[src/hdl/tsee_pkg.sv]
// ----------------------------------------------------------------------------
// tsee_pkg
// Shared types, codes and sizes of the typed stack expression evaluator.
// ----------------------------------------------------------------------------
`default_nettype none

package tsee_pkg;

  // Stack geometry and word size
  localparam int STACK_DEPTH = 256;
  localparam int WORD_W      = 32;
  localparam int SP_W        = $clog2(STACK_DEPTH + 1);
  localparam int ADDR_W      = $clog2(STACK_DEPTH);

  // Fixed field widths of the stream beats
  localparam int CMD_W   = 5;
  localparam int TAG_W   = 2;
  localparam int CVAL_W  = 32;
  localparam int STAT_W  = 3;
  localparam int RETV_W  = 32;
  localparam int DEPTH_W = 9;
  localparam int IN_DW   = 40;
  localparam int OUT_DW  = 48;

  // Instruction codes
  typedef enum logic [CMD_W-1:0] {
    CMD_LDC = 5'd0,
    CMD_LBT = 5'd1,
    CMD_LBF = 5'd2,
    CMD_LN0 = 5'd3,
    CMD_LN1 = 5'd4,
    CMD_LM1 = 5'd5,
    CMD_LZ0 = 5'd6,
    CMD_LZ1 = 5'd7,
    CMD_NEG = 5'd8,
    CMD_ADD = 5'd9,
    CMD_SUB = 5'd10,
    CMD_MUL = 5'd11,
    CMD_CEQ = 5'd12,
    CMD_CNE = 5'd13,
    CMD_NOT = 5'd14,
    CMD_IOR = 5'd15,
    CMD_AND = 5'd16,
    CMD_RET = 5'd17
  } cmd_t;

  // Value type tags
  typedef enum logic [TAG_W-1:0] {
    TAG_BOOL = 2'd0,
    TAG_CHAR = 2'd1,
    TAG_NAT  = 2'd2,
    TAG_INT  = 2'd3
  } tag_t;

  // Result status codes
  typedef enum logic [STAT_W-1:0] {
    ST_OK  = 3'd0,
    ST_RET = 3'd1,
    ST_ERR = 3'd2,
    ST_OVF = 3'd3,
    ST_UNF = 3'd4,
    ST_UNK = 3'd5
  } status_t;

  // Effect of one instruction on the stack
  typedef enum logic [2:0] {
    ACT_NONE,      // stack unchanged
    ACT_PUSH,      // push one entry
    ACT_REPL,      // replace the top entry
    ACT_POP1,      // drop the top entry
    ACT_POP2PUSH,  // drop two entries, push the result
    ACT_POP2       // drop two entries
  } act_t;

  // One stack entry
  typedef struct packed {
    logic [TAG_W-1:0]  tag;
    logic [WORD_W-1:0] value;
  } entry_t;

  // Decision of the execute unit for one instruction
  typedef struct packed {
    status_t status;
    act_t    act;
    entry_t  push;
    entry_t  ret;
  } exec_t;

endpackage

`default_nettype wire

[src/hdl/tsee_exec.sv]
// ----------------------------------------------------------------------------
// tsee_exec
// Instruction decode and execute: type rules, arithmetic and stack effect.
// ----------------------------------------------------------------------------
`default_nettype none

module tsee_exec
  import tsee_pkg::*;
(
  input  wire logic [CMD_W-1:0]  command,
  input  wire logic [TAG_W-1:0]  const_tag,
  input  wire logic [CVAL_W-1:0] const_value,
  input  wire logic [SP_W-1:0]   sp,
  input  wire entry_t            top0,   // entry at sp-1, left operand
  input  wire entry_t            top1,   // entry at sp-2, right operand
  output exec_t                  res
);

  logic              full;
  logic              lt_true;
  logic              rt_true;
  logic              eq;
  logic [WORD_W-1:0] lv;
  logic [WORD_W-1:0] rv;
  tag_t              lt;

  assign lv      = top0.value;
  assign rv      = top1.value;
  assign lt      = tag_t'(top0.tag);
  assign full    = (sp == SP_W'(STACK_DEPTH));
  assign lt_true = |lv;
  assign rt_true = |rv;
  assign eq      = (lt == TAG_BOOL) ? (lt_true == rt_true) : (lv == rv);

  always_comb begin
    res        = '0;
    res.status = ST_OK;
    res.act    = ACT_NONE;

    unique case (command)
      // Constant loads
      CMD_LDC, CMD_LBT, CMD_LBF, CMD_LN0, CMD_LN1, CMD_LM1, CMD_LZ0, CMD_LZ1: begin
        case (command)
          CMD_LDC: res.push = '{tag: const_tag, value: WORD_W'(const_value)};
          CMD_LBT: res.push = '{tag: TAG_BOOL, value: WORD_W'(1)};
          CMD_LBF: res.push = '{tag: TAG_BOOL, value: '0};
          CMD_LN0: res.push = '{tag: TAG_NAT, value: '0};
          CMD_LN1: res.push = '{tag: TAG_NAT, value: WORD_W'(1)};
          CMD_LM1: res.push = '{tag: TAG_INT, value: '1};
          CMD_LZ0: res.push = '{tag: TAG_INT, value: '0};
          default: res.push = '{tag: TAG_INT, value: WORD_W'(1)};
        endcase
        if (full) begin
          res.status = ST_OVF;
          res.push   = '0;
        end else begin
          res.act = ACT_PUSH;
        end
      end

      // One-operand instructions
      CMD_NEG, CMD_NOT, CMD_RET: begin
        if (sp == '0) begin
          res.status = ST_UNF;
        end else if (command == CMD_RET) begin
          res.status = ST_RET;
          res.act    = ACT_POP1;
          res.ret    = top0;
        end else if (command == CMD_NEG) begin
          if (lt == TAG_INT) begin
            res.act  = ACT_REPL;
            res.push = '{tag: TAG_INT, value: WORD_W'(0) - lv};
          end else begin
            res.status = ST_ERR;
            res.act    = ACT_POP1;
          end
        end else if (lt == TAG_BOOL) begin
          res.act  = ACT_REPL;
          res.push = '{tag: TAG_BOOL, value: WORD_W'(!lt_true)};
        end else if (lt == TAG_NAT) begin
          res.act  = ACT_REPL;
          res.push = '{tag: TAG_NAT, value: ~lv};
        end else begin
          res.status = ST_ERR;
          res.act    = ACT_POP1;
        end
      end

      // Two-operand instructions
      CMD_ADD, CMD_SUB, CMD_MUL, CMD_CEQ, CMD_CNE, CMD_IOR, CMD_AND: begin
        if (sp < SP_W'(2)) begin
          res.status = ST_UNF;
        end else if (top0.tag != top1.tag) begin
          // Mismatched operands are dropped; only IOR flags it
          res.act    = ACT_POP2;
          res.status = (command == CMD_IOR) ? ST_ERR : ST_OK;
        end else begin
          res.act = ACT_POP2PUSH;
          case (command)
            CMD_ADD: begin
              res.push = '{tag: lt, value: lv + rv};
              if (lt != TAG_NAT && lt != TAG_INT) res.act = ACT_POP2;
            end
            CMD_SUB: begin
              res.push = '{tag: lt, value: lv - rv};
              if (lt != TAG_INT) res.act = ACT_POP2;
            end
            CMD_MUL: begin
              res.push = '{tag: lt, value: lv * rv};
              if (lt != TAG_NAT && lt != TAG_INT) res.act = ACT_POP2;
            end
            CMD_CEQ: res.push = '{tag: TAG_BOOL, value: WORD_W'(eq)};
            CMD_CNE: res.push = '{tag: TAG_BOOL, value: WORD_W'(!eq)};
            CMD_IOR: begin
              if (lt == TAG_BOOL)
                res.push = '{tag: TAG_BOOL, value: WORD_W'(lt_true | rt_true)};
              else
                res.push = '{tag: TAG_NAT, value: lv | rv};
              if (lt != TAG_BOOL && lt != TAG_NAT) res.act = ACT_POP2;
            end
            default: begin
              if (lt == TAG_BOOL)
                res.push = '{tag: TAG_BOOL, value: WORD_W'(lt_true & rt_true)};
              else
                res.push = '{tag: TAG_NAT, value: lv & rv};
              if (lt != TAG_BOOL && lt != TAG_NAT) res.act = ACT_POP2;
            end
          endcase
          // Unsupported type: operands dropped, nothing pushed
          if (res.act == ACT_POP2) begin
            res.status = ST_ERR;
            res.push   = '0;
          end
        end
      end

      default: res.status = ST_UNK;
    endcase
  end

endmodule

`default_nettype wire

[config.mk]
export PLATFORM = sky130hd
export DESIGN_NAME = tsee_exec
export DESIGN_NICKNAME = d
export VERILOG_FILES = /design/src/hdl/tsee_pkg.sv /design/src/hdl/tsee_exec.sv
export SDC_FILE = /design/constraint.sdc
export NUM_CORES = 2
export LEC_CHECK = 0
export BUFFER_PORTS_ARGS = -buffer_cell sky130_fd_sc_hd__buf_4
export CAP_MARGIN = 20
export CELL_PAD_IN_SITES_DETAIL_PLACEMENT = 1
export CELL_PAD_IN_SITES_GLOBAL_PLACEMENT = 1
export CORE_ASPECT_RATIO = 0.8
export CORE_MARGIN = 2
export CORE_UTILIZATION = 48
export DETAILED_ROUTE_END_ITERATION = 10
export PLACE_DENSITY_LB_ADDON = 0.1
export RECOVER_POWER = 50
export SYNTH_ARGS = -nofsm -noshare
export SYNTH_HDL_FRONTEND = slang
export SYNTH_SLANG_ARGS = --single-unit
[constraint.sdc]
create_clock -name vclk -period 12.7
set_clock_uncertainty 0.2 [all_clocks]
set_input_delay 1.27 -clock vclk [all_inputs]
set_output_delay 1.27 -clock vclk [all_outputs]
set_load 0.1 [all_outputs]
# ---- Word level (Yosys, flattened, before mapping)
# Cells that the tools add are included.
dict set report classes {
  mul 1
  n_reduce_logical 15
  addsub 3
  mux 39
  n_lt_le_gt_ge 1
  n_eq_ne 26
  bitwise_logic 5
}
# op n
set op_table {}
lappend op_table {{34-bit 2-to-1 mux} 10}
lappend op_table {{34-bit one-hot mux with 7 select lines} 1}
lappend op_table {{34-bit one-hot mux with 6 select lines} 1}
lappend op_table {{37-bit one-hot mux with 3 select lines} 1}
lappend op_table {{71-bit 2-to-1 mux} 1}
lappend op_table {{32-bit OR reduction} 2}
lappend op_table {{5-bit by 4-bit equality test with 1-bit output, second input constant} 8}
lappend op_table {{40-bit 2-to-1 mux} 1}
lappend op_table {{37-bit 2-to-1 mux} 1}
lappend op_table {{35-bit 2-to-1 mux} 1}
lappend op_table {{32-bit adder} 1}
lappend op_table {{32-bit AND} 1}
lappend op_table {{32-bit equality test} 1}
lappend op_table {{32-bit by 32-bit multiplier with 32-bit output} 1}
lappend op_table {{32-bit inverter} 1}
lappend op_table {{32-bit bitwise OR} 1}
lappend op_table {{1-bit by 32-bit subtractor with 32-bit output, first input constant} 1}
lappend op_table {{32-bit subtractor} 1}
lappend op_table {{5-bit by 3-bit equality test with 1-bit output, second input constant} 4}
lappend op_table {{3-bit one-hot mux with 3 select lines} 2}
lappend op_table {{3-bit 2-to-1 mux} 5}
lappend op_table {{2-bit 2-to-1 mux} 6}
lappend op_table {{5-bit by 2-bit equality test with 1-bit output, second input constant} 2}
lappend op_table {{5-bit equality test, second input constant} 2}
lappend op_table {{23 further kinds} 34}
dict set report word_totals {
  register_bits 0
  wordCells 90
  output_inout_bits 74
  inputBits 116
}

# ---- Logic depth before layout (Yosys ltp)
dict set report depth {
  ltp_word 12
  ltp_mapped 30
  mapped_depth_nobuf 27
}

# ---- Worst setup path after synthesis
# No wires, ideal clock.
dict set report synth_path {
  path_kind {input -> output}
  start {input port top1[4] in the netlist's numbering}
  end {output port res[64] in the netlist's numbering}
  slack_ps 1186
  path_stages 25
  required_ps 11230
  n_path_buf 2
  arrival_time_ps 10044
  cell_sequence {clkbuf_1 > clkinv_1 > clkbuf_1 > nor2_1 > fa_1 > inv_1 > fa_1 > fa_1 > fa_1 > inv_1 > fa_1 > fa_1 > fa_1 > fa_1 > ha_1 > a2111oi_0 > o21ai_0 > a31o_2 > a21oi_1 > nand2_1 > o221ai_1 > o21ai_0 > xor2_1 > a221oi_1 > o21ai_0}
}
# element line
set synth_rtl {}
lappend synth_rtl {{from (decl)} tsee_exec.sv:15} ;# input wire entry_t top1,
lappend synth_rtl {{to (decl)} tsee_exec.sv:16} ;# output exec_t res

==> impl_metrics.yaml <==
layout:
  sequential_cell_total: 0
  nClkBuffers: 0
  layout-drive-gt1-share_pct: 7.97
  syn_to_final_growth_pct: 7.51
  final_nets: 3698
  seqCellArea_um2: 0
  fillers: 5809
status:
  status: "complete, no violations"
critical_path:
  worst_setup_path_end_kind: "primary output"
  path_class: "in2out"
  required_ns: 11.23
  start_kind: "primary input"
  critical_path_arrival_ns: 10.38
  path_max_fanout: 19
logic_synthesis:
  netlist_top_cells_area: "fa_1 (37%), ha_1 (13%), inv_1 (8.0%)"
  ys_seq_area_share_pct: 0
  ys_types: 80
  synth_top_area_cell: "fa_1"
  postSynthAreaPerCell_um2: 7.61
  netlist_area_um2: 22100
  syn_nets: 3647
  synth_cells: 2900
  yosys.area.top_type_share_pct: 37.2
  synth_warnings: 0
timing:
  finalCriticalPeriod_ns: 11.85
  setup_viol: 0
  finalSetupTns_ns: 0
  slew_violations: 0
  relSlewSlack_pct: 19.6
  rsz0062_at_grt: "false"
  period_share_pct: 93.3
  fmax_mhz: 84.4
  hold_viol: 0
  worstMarginPinSlew_ns: 1.21
clock_network:
  hold_buffers: 0
  cts_resized: 0
  post_cts_buffers: 0
grt:
  grt_pass1_wl_um: 155000
  grtUsageTotal_pct: 43.2
  grt_max_degree: 34
  antenna_found_initial: 5
  grt_pass1_vias: 24400
  grt-ovfl-total: 0
job:
  cap_violations: 0
detailed_routing:
  vias: 22500
  postRouteAntennaNets: 0
  routed_wl_um: 103000
  drc_errors: 0
  dr.pass1.iters: 5
  first_iter_violations: 2078
  routedWlPerCell_um: 28.9
  viasPerCell: 6.33
die:
  rows: 70
  core_area_um2: 45500
  initial_core_util_pct: 48.5
  ioPinCount: 190
  die_w_um: 244
  fp.dieH_um: 196
  die-area_um2: 47700
place:
  dp_hpwl_um: 82300
  io_buffer_count: 190
  gp_congestion: 1.01
hold_path:
  hp-class: "in2out"
  holdPathStages: 4
## worst paths after layout
path                       start      end  slack [ns]
hold / removal    const_value[2]  res[36]        2.86
setup / recovery         top0[4]  res[64]        0.85
## layout make-up
cell class         instances  area [µm²]  share of cell area [%]
diodes                     3        7.51                  0.0316
repair buffers           221        1520                    6.39
multi-input cells       2241       19600                    82.6
inverters                487        1830                    7.70
well taps                612         766                    3.23
## routing by layer
layer / track usage, % / routed length, µm
met1: 55.8 / 39100
met3: 9.07 / 11100
met2: 68.7 / 46100
met4: 22.5 / 6610
met5: 0 / 22
## metrics by stage
step | utilization, % | std cells | hold WS [ns] | setup WS [ns] | instance area, µm²
after floorplan | - | 2900 | 2.75 | 1.19 | 22100
after global placement | 52.4 | 3560 | 2.87 | 1.21 | 23900
after detailed placement | 52.4 | 3561 | 2.87 | 1.31 | 23900
after CTS | 52.4 | 3561 | 2.87 | 1.27 | 23900
after global routing | 52.1 | 3562 | 2.89 | 0.715 | 23700
final | 52.1 | 3564 | 2.86 | 0.853 | 23700
## synthesized netlist by cell type (9+ instances only)
cell type  number
clkinv_1        9
xor2_1         24
a31oi_1        13
o211ai_1       16
o22ai_1        16
fa_1          410
ha_1          221
clkbuf_1      151
o21a_1         12
inv_1         471
a21o_1         20
nor4_1         16
or3_1          14
a221oi_1        9
nand4_1        12
nor2b_1        14
xnor2_1        66
o31ai_1        10
o21ai_0        76
nor2_1        441
and3_1         10
a21oi_1       198
or2_2          10
buf_1          13
o21bai_1       15
a221o_1        15
o221ai_1       49
nand2_1       324
nor3_1         37
nand3_1        39
nand2b_1       19
a211oi_1       16
## kinds of logic after synthesis
logic type	synth area share [%]
xor+xnor	3.67
mux	0.334
fa+ha+maj	49.7
buf+inv	11.3
compound gates	16.5
simple gates	18.6
## cell usage in the layout (no fill, tap or decap), types with 19 or more instances in the layout
cell type and instances:
xnor2_1 66, a21o_1 20, o21ai_0 76, nand2_1 324, xor2_1 24, nor2_1 437
a21oi_1 198, buf_4 183, fa_1 410, o221ai_1 49, nand3_1 39, nor3_1 37
inv_1 471, ha_1 221, nand2b_1 19, clkbuf_1 37
## critical path: stages
cell and delay, ns:
buf_4 0.39, clkinv_1 0.90, nor2_1 0.40, fa_1 0.50, fa_1 0.51, inv_1 0.05
fa_1 0.47, inv_1 0.04, ha_1 0.20, fa_1 0.47, fa_1 0.56, fa_1 0.43
fa_1 0.47, ha_1 0.38, a2111oi_0 0.72, o21ai_0 0.28, a31o_2 0.30, a21oi_1 0.45
nand2_1 0.10, o221ai_1 0.29, o21ai_0 0.17, xor2_1 0.28, a221oi_1 0.15, o21ai_0 0.23
buf_4 0.33
